--- config.mk ---
export PLATFORM = sky130hd
export DESIGN_NAME = utf8_stream_decoder_flat
export DESIGN_NICKNAME = d
export VERILOG_FILES = /design/src/hw/rtl/u8sd_pkg.sv /design/src/hw/rtl/u8sd_in_if.sv /design/src/hw/rtl/u8sd_out_if.sv /design/src/hw/rtl/utf8_stream_decoder.sv /design/src/flat_wrapper.sv
export SDC_FILE = /design/constraint.sdc
export NUM_CORES = 1
export LEC_CHECK = 0
export ABC_AREA = 0
export ABC_CLOCK_PERIOD_IN_PS = 3950
export BUFFER_PORTS_ARGS = -buffer_cell sky130_fd_sc_hd__buf_2
export CAP_MARGIN = 20
export CORE_MARGIN = 2
export CORE_UTILIZATION = 52
export CTS_CLUSTER_SIZE = 30
export DETAILED_ROUTE_END_ITERATION = 10
export HOLD_SLACK_MARGIN = 0.06
export PLACE_DENSITY_LB_ADDON = 0.05
export SLEW_MARGIN = 25
export SYNTH_ARGS = -nofsm -noshare
export SYNTH_HDL_FRONTEND = slang
export SYNTH_SLANG_ARGS = --single-unit
--- constraint.sdc ---
create_clock -name clk -period 3.95 [get_ports clk]
set_clock_uncertainty 0.15 [all_clocks]
set_input_delay 1.185 -clock clk [delete_from_list [all_inputs] [get_ports clk]]
set_output_delay 1.185 -clock clk [all_outputs]
set_load 0.1 [all_outputs]
--- src/hw/rtl/u8sd_pkg.sv ---
`timescale 1ns / 1ps

package u8sd_pkg;

	localparam int unsigned ByteW     = 8;
	localparam int unsigned CpW       = 21;
	localparam int unsigned LenW      = 3;
	localparam int unsigned HeldW     = 2;
	localparam int unsigned CntW      = 3;

	localparam logic [CpW-1:0] ReplChar   = 21'h00FFFD;
	localparam logic [CpW-1:0] Min2Byte   = 21'h000080;
	localparam logic [CpW-1:0] Min3Byte   = 21'h000800;
	localparam logic [CpW-1:0] Min4Byte   = 21'h010000;
	localparam logic [CpW-1:0] SurrLo     = 21'h00D800;
	localparam logic [CpW-1:0] SurrHi     = 21'h00DFFF;
	localparam logic [CpW-1:0] MaxScalar  = 21'h10FFFF;

	localparam logic [LenW-1:0] LenNone = 3'd0;
	localparam logic [LenW-1:0] Len2    = 3'd2;
	localparam logic [LenW-1:0] Len3    = 3'd3;
	localparam logic [LenW-1:0] Len4    = 3'd4;

	typedef struct packed {
		logic [CntW-1:0] cnt;
		logic [CpW-1:0]  cp;
		logic            rep;
	} burst_t;

	function automatic logic [LenW-1:0] lead_len(input logic [ByteW-1:0] b);
		logic [LenW-1:0] len;
		len = LenNone;
		if ((b & 8'hE0) == 8'hC0) begin
			len = Len2;
		end else if ((b & 8'hF0) == 8'hE0) begin
			len = Len3;
		end else if ((b & 8'hF8) == 8'hF0) begin
			len = Len4;
		end
		return len;
	endfunction

	function automatic logic [CpW-1:0] lead_bits(input logic [ByteW-1:0] b,
			input logic [LenW-1:0] len);
		logic [CpW-1:0] v;
		case (len)
			Len2:    v = {16'd0, b[4:0]};
			Len3:    v = {17'd0, b[3:0]};
			Len4:    v = {18'd0, b[2:0]};
			default: v = '0;
		endcase
		return v;
	endfunction

	function automatic logic value_invalid(input logic [LenW-1:0] len,
			input logic [CpW-1:0] v);
		logic overlong;
		overlong = ((len == Len2) && (v < Min2Byte)) ||
			((len == Len3) && (v < Min3Byte)) ||
			((len == Len4) && (v < Min4Byte));
		return overlong || ((v >= SurrLo) && (v <= SurrHi)) || (v > MaxScalar);
	endfunction

endpackage

--- src/hw/rtl/u8sd_in_if.sv ---
`timescale 1ns / 1ps

interface u8sd_in_if;
	logic       valid;
	logic       ready;
	logic [7:0] data_byte;
	logic       end_of_text;

	modport source (output valid, output data_byte, output end_of_text, input ready);
	modport sink (input valid, input data_byte, input end_of_text, output ready);
endinterface

--- src/hw/rtl/u8sd_out_if.sv ---
`timescale 1ns / 1ps

interface u8sd_out_if;
	logic        valid;
	logic        ready;
	logic [20:0] code_point;
	logic        replaced;
	logic        last_of_run;

	modport source (output valid, output code_point, output replaced, output last_of_run,
		input ready);
	modport sink (input valid, input code_point, input replaced, input last_of_run,
		output ready);
endinterface

--- src/hw/rtl/utf8_stream_decoder.sv ---
`timescale 1ns / 1ps

// channel   dir   word                                      handshake
// text      in    data_byte[7:0], end_of_text              valid / ready
// points    out   code_point[20:0], replaced, last_of_run  valid / ready
//
// one byte per cycle while points.ready holds and every byte gives at most one code point
// a byte giving n code points holds the result register until all n are taken (n up to 4)
// a byte passes the byte register and then the result register before its first code point appears
// reset leaves no sequence held and both registers empty
// a stalled output backs up through the single byte register to text.ready

module utf8_stream_decoder (
	input  logic        clk,
	input  logic        arst_n,
	u8sd_in_if.sink     text,
	u8sd_out_if.source  points
);
	import u8sd_pkg::*;

	logic             s1_valid_q;
	logic [ByteW-1:0] byte_s1;
	logic             eot_s1;

	logic [CpW-1:0]   pv_q;
	logic [LenW-1:0]  len_q;
	logic [HeldW-1:0] held_q;

	logic [CntW-1:0]  rem_q;
	logic [CpW-1:0]   last_cp_q;
	logic             last_rep_q;

	burst_t           burst;
	logic [CpW-1:0]   nx_pv;
	logic [LenW-1:0]  nx_len;
	logic [HeldW-1:0] nx_held;

	logic             is_cont;
	logic [LenW-1:0]  blen;
	logic [CpW-1:0]   pv_cat;
	logic [HeldW-1:0] held_inc;
	logic [CntW-1:0]  base;
	logic             out_free;
	logic             retire;

	// sequence decode for the byte in the input register
	always_comb begin
		nx_pv     = pv_q;
		nx_len    = len_q;
		nx_held   = held_q;
		burst.cnt = '0;
		burst.cp  = ReplChar;
		burst.rep = 1'b1;
		is_cont   = (byte_s1[7:6] == 2'b10);
		blen      = lead_len(byte_s1);
		pv_cat    = {pv_q[CpW-7:0], byte_s1[5:0]};
		held_inc  = held_q + 2'd1;
		base      = (len_q != LenNone) ? ({1'b0, held_q} + 3'd1) : 3'd0;

		if ((len_q != LenNone) && is_cont) begin
			nx_pv   = pv_cat;
			nx_held = held_inc;
			if (({1'b0, held_inc} + 3'd1) >= len_q) begin
				burst.cnt = 3'd1;
				if (!value_invalid(len_q, pv_cat)) begin
					burst.cp  = pv_cat;
					burst.rep = 1'b0;
				end
				nx_pv   = '0;
				nx_len  = LenNone;
				nx_held = '0;
			end else if (eot_s1) begin
				// end of text mid-sequence: flush lead and continuations
				burst.cnt = {1'b0, held_inc} + 3'd1;
				nx_pv     = '0;
				nx_len    = LenNone;
				nx_held   = '0;
			end
		end else begin
			nx_pv   = '0;
			nx_len  = LenNone;
			nx_held = '0;
			if (byte_s1[7] == 1'b0) begin
				burst.cnt = base + 3'd1;
				burst.cp  = {13'd0, byte_s1};
				burst.rep = 1'b0;
			end else if (blen != LenNone) begin
				if (eot_s1) begin
					burst.cnt = base + 3'd1;
				end else begin
					burst.cnt = base;
					nx_len    = blen;
					nx_pv     = lead_bits(byte_s1, blen);
				end
			end else begin
				burst.cnt = base + 3'd1;
			end
		end
	end

	assign out_free    = (rem_q == 3'd0) || ((rem_q == 3'd1) && points.ready);
	assign retire      = s1_valid_q && ((burst.cnt == 3'd0) || out_free);
	assign text.ready  = !s1_valid_q || retire;

	assign points.valid       = (rem_q != 3'd0);
	assign points.last_of_run = (rem_q == 3'd1);
	assign points.code_point  = (rem_q == 3'd1) ? last_cp_q : ReplChar;
	assign points.replaced    = (rem_q == 3'd1) ? last_rep_q : 1'b1;

	always_ff @(posedge clk or negedge arst_n) begin
		if (!arst_n) begin
			s1_valid_q <= 1'b0;
		end else if (text.valid && text.ready) begin
			s1_valid_q <= 1'b1;
		end else if (retire) begin
			s1_valid_q <= 1'b0;
		end
	end

	always_ff @(posedge clk) begin
		if (text.valid && text.ready) begin
			byte_s1 <= text.data_byte;
			eot_s1  <= text.end_of_text;
		end
	end

	always_ff @(posedge clk or negedge arst_n) begin
		if (!arst_n) begin
			pv_q   <= '0;
			len_q  <= LenNone;
			held_q <= '0;
		end else if (retire) begin
			pv_q   <= nx_pv;
			len_q  <= nx_len;
			held_q <= nx_held;
		end
	end

	always_ff @(posedge clk or negedge arst_n) begin
		if (!arst_n) begin
			rem_q <= '0;
		end else if (retire && (burst.cnt != 3'd0)) begin
			rem_q <= burst.cnt;
		end else if (points.valid && points.ready) begin
			rem_q <= rem_q - 3'd1;
		end
	end

	always_ff @(posedge clk) begin
		if (retire && (burst.cnt != 3'd0)) begin
			last_cp_q  <= burst.cp;
			last_rep_q <= burst.rep;
		end
	end

	a_idle_no_held: assert property (@(posedge clk) disable iff (!arst_n)
		(len_q == LenNone) |-> (held_q == '0))
		else $error("continuations held with no open sequence");

	a_held_below_len: assert property (@(posedge clk) disable iff (!arst_n)
		(len_q != LenNone) |-> (({1'b0, held_q} + 3'd1) < len_q))
		else $error("complete sequence left held");

	a_early_is_repl: assert property (@(posedge clk) disable iff (!arst_n)
		(points.valid && !points.last_of_run) |->
		(points.replaced && (points.code_point == ReplChar)))
		else $error("non-final word of a run is not a replacement");

	a_burst_bound: assert property (@(posedge clk) disable iff (!arst_n)
		rem_q <= 3'd4)
		else $error("more than four words pending");

	a_ready_when_empty: assert property (@(posedge clk) disable iff (!arst_n)
		!s1_valid_q |-> text.ready)
		else $error("input stalled with empty byte register");

endmodule

--- src/flat_wrapper.sv ---
// flat-port wrapper written by rule: the top's interface ports become plain ports
module utf8_stream_decoder_flat import u8sd_pkg::*;
  (clk, arst_n, text_valid, text_data_byte, text_end_of_text, text_ready, points_valid, points_code_point, points_replaced, points_last_of_run, points_ready);
  u8sd_in_if text_i ();
  u8sd_out_if points_i ();
  input  logic clk;
  input  logic arst_n;
  input wire logic [$bits(text_i.valid)-1:0] text_valid;
  input wire logic [$bits(text_i.data_byte)-1:0] text_data_byte;
  input wire logic [$bits(text_i.end_of_text)-1:0] text_end_of_text;
  output wire logic [$bits(text_i.ready)-1:0] text_ready;
  output wire logic [$bits(points_i.valid)-1:0] points_valid;
  output wire logic [$bits(points_i.code_point)-1:0] points_code_point;
  output wire logic [$bits(points_i.replaced)-1:0] points_replaced;
  output wire logic [$bits(points_i.last_of_run)-1:0] points_last_of_run;
  input wire logic [$bits(points_i.ready)-1:0] points_ready;
  assign text_i.valid = text_valid;
  assign text_i.data_byte = text_data_byte;
  assign text_i.end_of_text = text_end_of_text;
  assign text_ready = text_i.ready;
  assign points_valid = points_i.valid;
  assign points_code_point = points_i.code_point;
  assign points_replaced = points_i.replaced;
  assign points_last_of_run = points_i.last_of_run;
  assign points_i.ready = points_ready;
  utf8_stream_decoder u_core (.clk(clk), .arst_n(arst_n), .text(text_i), .points(points_i));
endmodule
* Yosys cells after proc, flatten, opt, wreduce, memory -nomap -nowiden
Cells that the tools add are included.
Widths: inputs -> output; s select.
** Storage, ports and cells
- Register bits after elaboration :: 55
- Bits of input ports :: 13
** Cells by class
- Add/subtract/negate cells :: 5
- $lt $le $gt $ge :: 7
- Equal/unequal tests :: 12
- Muxes and demuxes :: 35
- Reduce and logical (&&, ||, !) cells :: 27
** Operator list (count)
- $mux 15 :: 6
- $mux 3 :: 17
- $mux 22 :: 2
- $mux 25 :: 1
- $ge 21x16->1 const B :: 1
- $gt 21x21->1 const B :: 1
- $le 21x16->1 const B :: 1
- $lt 21x12->1 const B :: 1
- $lt 21x17->1 const B :: 1
- $lt 21x8->1 const B :: 1
- $mux 21 :: 1
- $mux 17 :: 1
- $pmux 5 s3 :: 1
- $eq 3x2->1 const B :: 4
- $reduce_bool 3->1 :: 4
- $logic_and 1x1->1 :: 10
- $eq 3x3->1 const B :: 3
- $logic_or 1x1->1 :: 7
- $add 2x1->3 const B :: 2
- $logic_not 3->1 :: 2
- $mux 2 :: 3
- $eq 5x5->1 const B :: 1
- $eq 4x4->1 const B :: 1
- $reduce_bool 2->1 :: 2
- other kinds (10) :: 12

* Longest topological paths before layout
Gate-level depths: netlist of the first run.
- Depth after elaboration :: 15
- Mapped depth :: 11

* Least setup slack after synthesis of the first run
Ideal clock, no wire load.
- Kind :: flip-flop to output port
- From :: register u_core.held_q[0]
- To :: output port text_ready
- Arrival time :: 3.009 ns
- Required time :: 2.615 ns
- Setup slack :: -0.394 ns
- Stages on the path, launching flop included :: 12
- Path buffers :: 1
- Cell sequence :: dfrtp_1 -> inv_1 -> ha_1 -> xor2_1 -> ha_1 -> nand2_1 -> o21ai_0 -> o22ai_1 -> nand2_1 -> clkbuf_1 -> a31oi_1 -> inv_1
** Between the ends
- Longest elaborated chain between the ends :: 11
- Elaborated cells between the ends (all ways) :: 16
** Ends and longest elaborated chain
- start: declaration :: RTL line utf8_stream_decoder.sv:27 : logic [HeldW-1:0] held_q;
- start signal: assignment :: RTL line utf8_stream_decoder.sv:135 : held_q <= nx_held;
- $add 2x1->3 :: RTL line utf8_stream_decoder.sv:58 : base = (len_q != LenNone) ? ({1'b0, held_q} + 3'd1) : 3'd0;
- $mux 3 :: RTL line utf8_stream_decoder.sv:58
- $add 3x1->3 :: RTL line utf8_stream_decoder.sv:84, utf8_stream_decoder.sv:89, utf8_stream_decoder.sv:96
- $mux 3 :: RTL line utf8_stream_decoder.sv:88 : if (eot_s1) begin
- $mux 3 :: RTL line utf8_stream_decoder.sv:87 : end else if (blen != LenNone) begin
- $mux 3 :: RTL line utf8_stream_decoder.sv:83 : if (byte_s1[7] == 1'b0) begin
- $mux 25 (*) :: RTL line utf8_stream_decoder.sv:60 : if ((len_q != LenNone) && is_cont) begin
- $logic_not 3->1 (*) :: RTL line utf8_stream_decoder.sv:102 : assign retire = s1_valid_q && ((burst.cnt == 3'd0) || out_free);
- $logic_or 1x1->1 (*) :: RTL line utf8_stream_decoder.sv:102
- $logic_and 1x1->1 (*) :: RTL line utf8_stream_decoder.sv:102
- $logic_or 1x1->1 (*) :: RTL line utf8_stream_decoder.sv:103 : assign text.ready = !s1_valid_q || retire;
- end: declaration :: RTL line flat_wrapper.sv:11 : output wire logic [$bits(text_i.ready)-1:0] text_ready;
Every way passes the cells marked *; elsewhere a longest branch is shown, timed or not.

* Worst setup path after layout of the first run
- From :: register u_core.held_q[1]
- To :: output port text_ready
Same word-level chain as after synthesis.

==> impl_metrics.csv, run 1 <==
group,metric,value,unit
timing,hold_viol_final,0,
final_layout,fin_nets,327,
floorplanning,initial_core_util,52.98,%
yosys,ys_ff_latch,55,
timing,period_share,98.26,%
detailed_routing,route.final.wire_length,5859,µm
yosys,synth_flop_cell,"sky130_fd_sc_hd__edfxtp_1",
detailed_routing,post-route-drc-count,0,
detailed_routing,avgRoutedWirePerCell,15.46,µm
timing,timing.setup.tns,0,ns
clock_tree,tritoncts.num_buffers,5,
final_layout,layout.cells.most_common,"sky130_fd_sc_hd__buf_2",
clock_tree,tritoncts,"built",
clock_tree,clock_path_buffers,2,
final_layout,final_cell_count_no_fill,379,
detailed_routing,detail_route.vias_per_cell,5.565,
final_layout,drive_above_1_share,29.32,%
worst_setup_path,cp_data_required_time,2.61,ns
yosys,ys_types,47,
timing,final.min_clock_period,3.881,ns
yosys,synth_sequential_area_ratio,53.15,%
global_route,antenna_violations_before_repair,0,
final_layout,most_frequent_cells_in_the_layout,"sky130_fd_sc_hd__buf_2, sky130_fd_sc_hd__edfxtp_1, sky130_fd_sc_hd__dfrtp_1, sky130_fd_sc_hd__nand2b_1",
timing,finalSetupViolations,0,
place,dp.cells,368,
yosys,post_synthesis_area_per_instance,11.26,µm²
global_route,grt-ovfl-total,0,
timing,setup_repair_after_global_routing_missed_its_margin,"true",
floorplanning,core.rowCount,27,
global_route,first_global_vias,1965,
floorplanning,die_area,0.006153,mm²
yosys,post_synth_instance_area,0.002882,mm²
floorplanning,die_y,78.44,µm
worst_setup_path,critical_path.n_buffers_inverters,2,
final_layout,n_antenna_cell,0,
detailed_routing,drt_iter0_drc,245,
worst_setup_path,critPathKind,"reg2out",
timing,timing.slew.headroom,52.96,%
final_layout,area_growth_syn_to_layout,20.84,%
floorplanning,placeableCoreArea,0.005439,mm²
timing,tightest_slew,0.7003,ns
place,dp_hpwl,4256,µm
worst_setup_path,timing.critical_path.to_type,"output port",
global_route,grt_start_max_net_pins,25,
hold_path,timing.hold.worst.class,"reg2reg",
yosys,synth_enable_flop_cells,31,
worst_setup_path,cp_slowest_cell,"sky130_fd_sc_hd__dfrtp_1",
outcome,status,"finished clean",
final_layout,multi_input_comb_area,0.001354,mm²
floorplanning,top_level_pins,38,
clock_tree,clkSlewWorstSetupHoldPaths,0.10,ns
worst_setup_path,critical_path_at,2.55,ns
detailed_routing,vias_post_dr,2109,
worst_setup_path,cp_max_fo,5,
final_layout,fillers,454,
detailed_routing,drt_pass1_iterations,4,
place,io_buffers,37,
clock_tree,ctsRootBufferMaster,"sky130_fd_sc_hd__clkbuf_8",
final_layout,layout.core_utilization,64.02,%
clock_tree,clock_sink_count,55,
final_layout,seqCellArea,0.001531,mm²
yosys,syn_inst,256,
yosys,postSynthNetCount,277,
global_route,gr-usage-all-layers,20.63,%
worst_setup_path,worst_path_largest_cell_delay,0.44,ns
clock_tree,worstSkewPairLatency,0.31,ns
timing,fmaxAchievable,257.7,MHz
clock_tree,clock_tree.htree_level_count,2,
floorplanning,dieWidth,78.44,µm
flow_run,max-cap-violations,0,
worst_setup_path,cpLargestDelayFamily,"adder cells",
worst_setup_path,crit_path_cell_trace,"ha_4 -> xor2_2 -> ha_1 -> nand2_2 -> o21ai_4 -> nand2_2 -> and3_4 -> a31oi_4 -> clkinvlp_4 -> buf_12",
worst_setup_path,path_common_cell,"sky130_fd_sc_hd__nand2_2",
yosys,synth.yosys.warnings,0,
timing,timing.final.max_slew_violations,0,
global_route,grt_pass1_wl,9860,µm
worst_setup_path,worst_setup_path_start_kind,"flop",
clock_tree,cts_hold_buf,0,
place,routabilityCongestion,0.9077,
detailed_routing,post_drt_antenna_nets,0,
yosys,asr_flop_ratio_synth,43.64,%
## repair_timing
| item | 4_1_cts | 5_1_grt |
|---|---|---|
| pin swaps | 2 | 4 |
| setup buffers | 0 | 3 |
| gates resized for setup | 6 | 10 |
| setup endpoints to repair | 1 | 1 |
## metal layers
layer	GRT usage [%]	share of wire (%)	vias to the layer above	wire, µm
met4	7.544	2.3	0	135
met1	31.84	50	985	2932
met3	3.908	4.1	12	240
met5	0	0	-	0
li1	-	-	1045	-
met2	28.79	44	67	2551
## final cells by class
class / count / share of cell area, %
clock inverter: 3 / 1.330
inverter: 10 / 1.186
sequential: 55 / 43.98
multi-input combinational: 181 / 38.88
tap: 72 / 2.587
clock buffer: 5 / 1.976
timing repair buffer: 53 / 10.06
## cells by family after synthesis
| group | count (synthesis) | synth area share [%] |
|---|---|---|
| simple gates | 102 | 20.32 |
| compound gates | 63 | 17.11 |
| flops | 55 | 53.15 |
| buf+inv | 20 | 2.996 |
| fa+ha+maj | 8 | 3.474 |
| mux | 7 | 2.649 |
| xor+xnor | 1 | 0.3040 |
## worst register-to-register path: cells and delay by family (launching register included)
family,cells,cell delay [ns]
xor+xnor,1,0.16
simple gates,2,1.08
fa+ha+maj,2,0.48
compound gates,2,0.29
buf+inv,1,0.16
flops,1,0.44
mux,1,0.25
## flip-flops by register name, indices dropped and copies added, names as in the netlist
name	cells
u_core.last_cp_q	21
u_core.s1_valid_q	1
u_core.len_q	3
u_core.eot_s1	1
u_core.byte_s1	8
u_core.held_q	2
u_core.pv_q	15
u_core.rem_q	3
u_core.last_rep_q	1
## Yosys cell counts, drive strengths merged (2+ instances only)
master	instances	share of area [%]
edfxtp	31	32
dfrtp	24	21
nand2b	19	4.1
and2	16	3.5
nand2	15	2.0
a21oi	11	1.9
a22o	11	3.3
a21o	10	2.6
inv	10	1.3
nor2b	9	2.0
ha	8	3.5
o21ai	7	1.2
or2	7	1.5
nand3	6	1.0
nor2	6	0.78
nor3	6	1.0
or3	6	1.3
a31oi	5	1.6
buf	5	1.0
clkbuf	5	0.65
mux2	5	2.0
a22oi	4	1.0
and4	4	1.2
a311oi	2	1.2
a31o	2	0.61
mux2i	2	0.69
nand4	2	0.43
nor4	2	0.43
o22ai	2	0.43
o311a	2	0.69
## through the flow
step	area (µm²)	worst slack, ns	hold WS (ns)
final	3482	0.06887	0.3760
after global routing	3482	-0.04458	0.3911
after CTS	3416	0.002094	0.3797
after detailed placement	3267	0.1671	0.3526
after global placement	3267	0.2522	0.3530
after floorplan	2893	-0.1488	0.3284
## worst paths after layout
check                                               end                    startpoint  cells after the start  slack, ns
setup / recovery                             text_ready  u_core.held_q[1]$_DFFE_PN0P_                     10       0.07
hold / removal              u_core.pv_q[10]$_DFFE_PN0P_   u_core.pv_q[10]$_DFFE_PN0P_                      1       0.38
setup reg to reg           u_core.held_q[0]$_DFFE_PN0P_  u_core.held_q[1]$_DFFE_PN0P_                      9       0.89
hold reg to reg             u_core.pv_q[10]$_DFFE_PN0P_   u_core.pv_q[10]$_DFFE_PN0P_                      1       0.38
max in group asynchronous    u_core.pv_q[6]$_DFFE_PN0P_                        arst_n                      1       2.56
min in group asynchronous    u_core.pv_q[8]$_DFFE_PN0P_                        arst_n                      1       0.70
Power of run 1 is not shown: default switching activity piles up to over one toggle a cycle in this logic, so the estimate is an artifact.
==> inputs of run 2 (changes only) <==
--- a/config.mk
+++ b/config.mk
@@ -7,7 +7,7 @@
 export LEC_CHECK = 0
 export ABC_AREA = 0
 export ABC_CLOCK_PERIOD_IN_PS = 3950
-export BUFFER_PORTS_ARGS = -buffer_cell sky130_fd_sc_hd__buf_2
+export BUFFER_PORTS_ARGS = -buffer_cell sky130_fd_sc_hd__buf_4
 export CAP_MARGIN = 20
 export CORE_MARGIN = 2
 export CORE_UTILIZATION = 52
==> impl_metrics.csv, run 2 (same netlist as run 1, synthesis figures left out) <==
group,metric,value,unit
outcome,status,"finished clean",
global_route,grt_pass1_wl,9666,µm
final_layout,fillers,403,
final_layout,n_antenna_cell,0,
worst_setup_path,cpLargestDelayFamily,"adder cells",
floorplanning,core.rowCount,27,
timing,timing.slew.headroom,48.27,%
worst_setup_path,worst_setup_path_start_kind,"flop",
final_layout,most_frequent_cells_in_the_layout,"sky130_fd_sc_hd__buf_4, sky130_fd_sc_hd__edfxtp_1, sky130_fd_sc_hd__dfrtp_1, sky130_fd_sc_hd__nand2b_1, sky130_fd_sc_hd__and2_1",
final_layout,largest_reg_flops,21,
timing,tightest_slew,0.7700,ns
place,io_buffers,37,
place,dp_hpwl,4286,µm
final_layout,drive_above_1_share,28.66,%
place,routabilityCongestion,0.9059,
floorplanning,dieWidth,78.44,µm
worst_setup_path,cp_data_required_time,2.61,ns
detailed_routing,vias_post_dr,2115,
worst_setup_path,worst_path_largest_cell_delay,0.43,ns
flow_run,max-cap-violations,0,
final_layout,area_growth_syn_to_layout,22.67,%
detailed_routing,drt_pass1_iterations,5,
global_route,grt-ovfl-total,0,
final_layout,layout.core_utilization,64.99,%
final_layout,fin_nets,327,
clock_tree,clock_sink_count,55,
floorplanning,die_area,0.006153,mm²
clock_tree,clock_path_buffers,2,
timing,timing.final.max_slew_violations,0,
hold_path,timing.hold.worst.class,"reg2reg",
worst_setup_path,timing.critical_path.to_type,"output port",
clock_tree,worstSkewPairLatency,0.31,ns
worst_setup_path,path_common_cell,"sky130_fd_sc_hd__nand2_2",
worst_setup_path,cp_slowest_cell,"sky130_fd_sc_hd__dfrtp_1",
timing,fmaxAchievable,257.7,MHz
floorplanning,placeableCoreArea,0.005439,mm²
place,dpl_cell_area,0.003314,mm²
worst_setup_path,critical_path_at,2.55,ns
final_layout,postLayoutCellArea,0.003535,mm²
worst_setup_path,critPathKind,"reg2out",
final_layout,max_flop_register,"u_core.last_cp_q",
detailed_routing,post-route-drc-count,0,
timing,finalSetupViolations,0,
worst_setup_path,crit_path_cell_trace,"ha_4 -> xor2_2 -> ha_1 -> nand2_2 -> o21ai_4 -> nand2_2 -> and3_4 -> a31oi_4 -> clkinvlp_4 -> buf_12",
global_route,grt_start_max_net_pins,25,
global_route,antenna_violations_before_repair,0,
floorplanning,initial_core_util,52.98,%
detailed_routing,avgRoutedWirePerCell,15.41,µm
timing,final.min_clock_period,3.881,ns
final_layout,largestRegisters,"u_core.last_cp_q (21), u_core.pv_q (15), u_core.byte_s1 (8)",
global_route,first_global_vias,1971,
clock_tree,tritoncts,"built",
detailed_routing,post_drt_antenna_nets,0,
detailed_routing,drt_iter0_drc,221,
timing,hold_viol_final,0,
timing,period_share,98.26,%
clock_tree,ctsRootBufferMaster,"sky130_fd_sc_hd__clkbuf_8",
clock_tree,clock_tree.htree_level_count,2,
worst_setup_path,cp_max_fo,5,
detailed_routing,detail_route.vias_per_cell,5.580,
timing,setup_repair_after_global_routing_missed_its_margin,"true",
clock_tree,clkSlewWorstSetupHoldPaths,0.09,ns
floorplanning,die_y,78.44,µm
clock_tree,tritoncts.num_buffers,5,
global_route,gr-usage-all-layers,20.42,%
worst_setup_path,critical_path.n_buffers_inverters,2,
floorplanning,top_level_pins,38,
detailed_routing,route.final.wire_length,5839,µm
final_layout,layout.cells.most_common,"sky130_fd_sc_hd__buf_4",
==> run 2: cell types whose count changed in the layout (fill, tap and decap cells not counted), sizes merged <==
| cell | delta |
|---|---|
| clkinvlp | -1 |
| clkinv | +1 |
==> run 2: what timing repair did <==
item	CTS	global route
setup endpoints to repair	1	1
buffers inserted	2	1
gates resized for setup	13	4
cloned	0	0
hold buffers	0	0
pin swaps	2	5
==> run 2: routing by layer <==
metal  wire length (µm)  global-route usage [%]  vias up  part of all wire [%]
li1                   -                       -     1049                     -
met1               2805                   29.03      997                    48
met2               2720                   32.59       62                    47
met3                254                   3.563        7                   4.4
met4                 59                   5.439        0                   1.0
met5                  0                       0        -                     0
==> run 2: final cells by class <==
cell class	count	area (µm²)	share of cell area [%]
Tap cell	72	90.09	2.549
Clock inverter	3	42.54	1.204
Multi-Input combinational cell	181	1350	38.19
Timing Repair Buffer	53	410.4	11.61
Inverter	10	41.29	1.168
Clock buffer	5	68.82	1.947
Sequential cell	55	1531	43.33
==> run 2: per-stage QoR <==
stage	hold slack (ns)	instances	setup WS, ns	TNS (ns)
2_1_floorplan	0.3284	256	-0.1488	-0.1488
3_3_place_gp	0.3572	368	0.1105	0
3_5_place_dp	0.3587	368	0.02893	0
4_1_cts	0.3893	378	0.008692	0
5_1_grt	0.4105	379	-0.06239	-0.06239
6_report	0.3872	379	0.06880	0
==> run 2: path summary, 6_finish.rpt <==
path	start	to	slack (ns)	depth (start not counted)
worst min register to register	u_core.pv_q[0]$_DFFE_PN0P_	u_core.pv_q[6]$_DFFE_PN0P_	0.39	1
worst min-delay path	u_core.pv_q[0]$_DFFE_PN0P_	u_core.pv_q[6]$_DFFE_PN0P_	0.39	1
min in group asynchronous	arst_n	u_core.rem_q[1]$_DFFE_PN0P_	0.61	1
worst max-delay path	u_core.held_q[1]$_DFFE_PN0P_	text_ready	0.07	10
worst max register to register	u_core.held_q[1]$_DFFE_PN0P_	u_core.pv_q[0]$_DFFE_PN0P_	0.94	10
max in group asynchronous	arst_n	u_core.pv_q[4]$_DFFE_PN0P_	2.78	1
Power of run 2 is left out for the same reason.
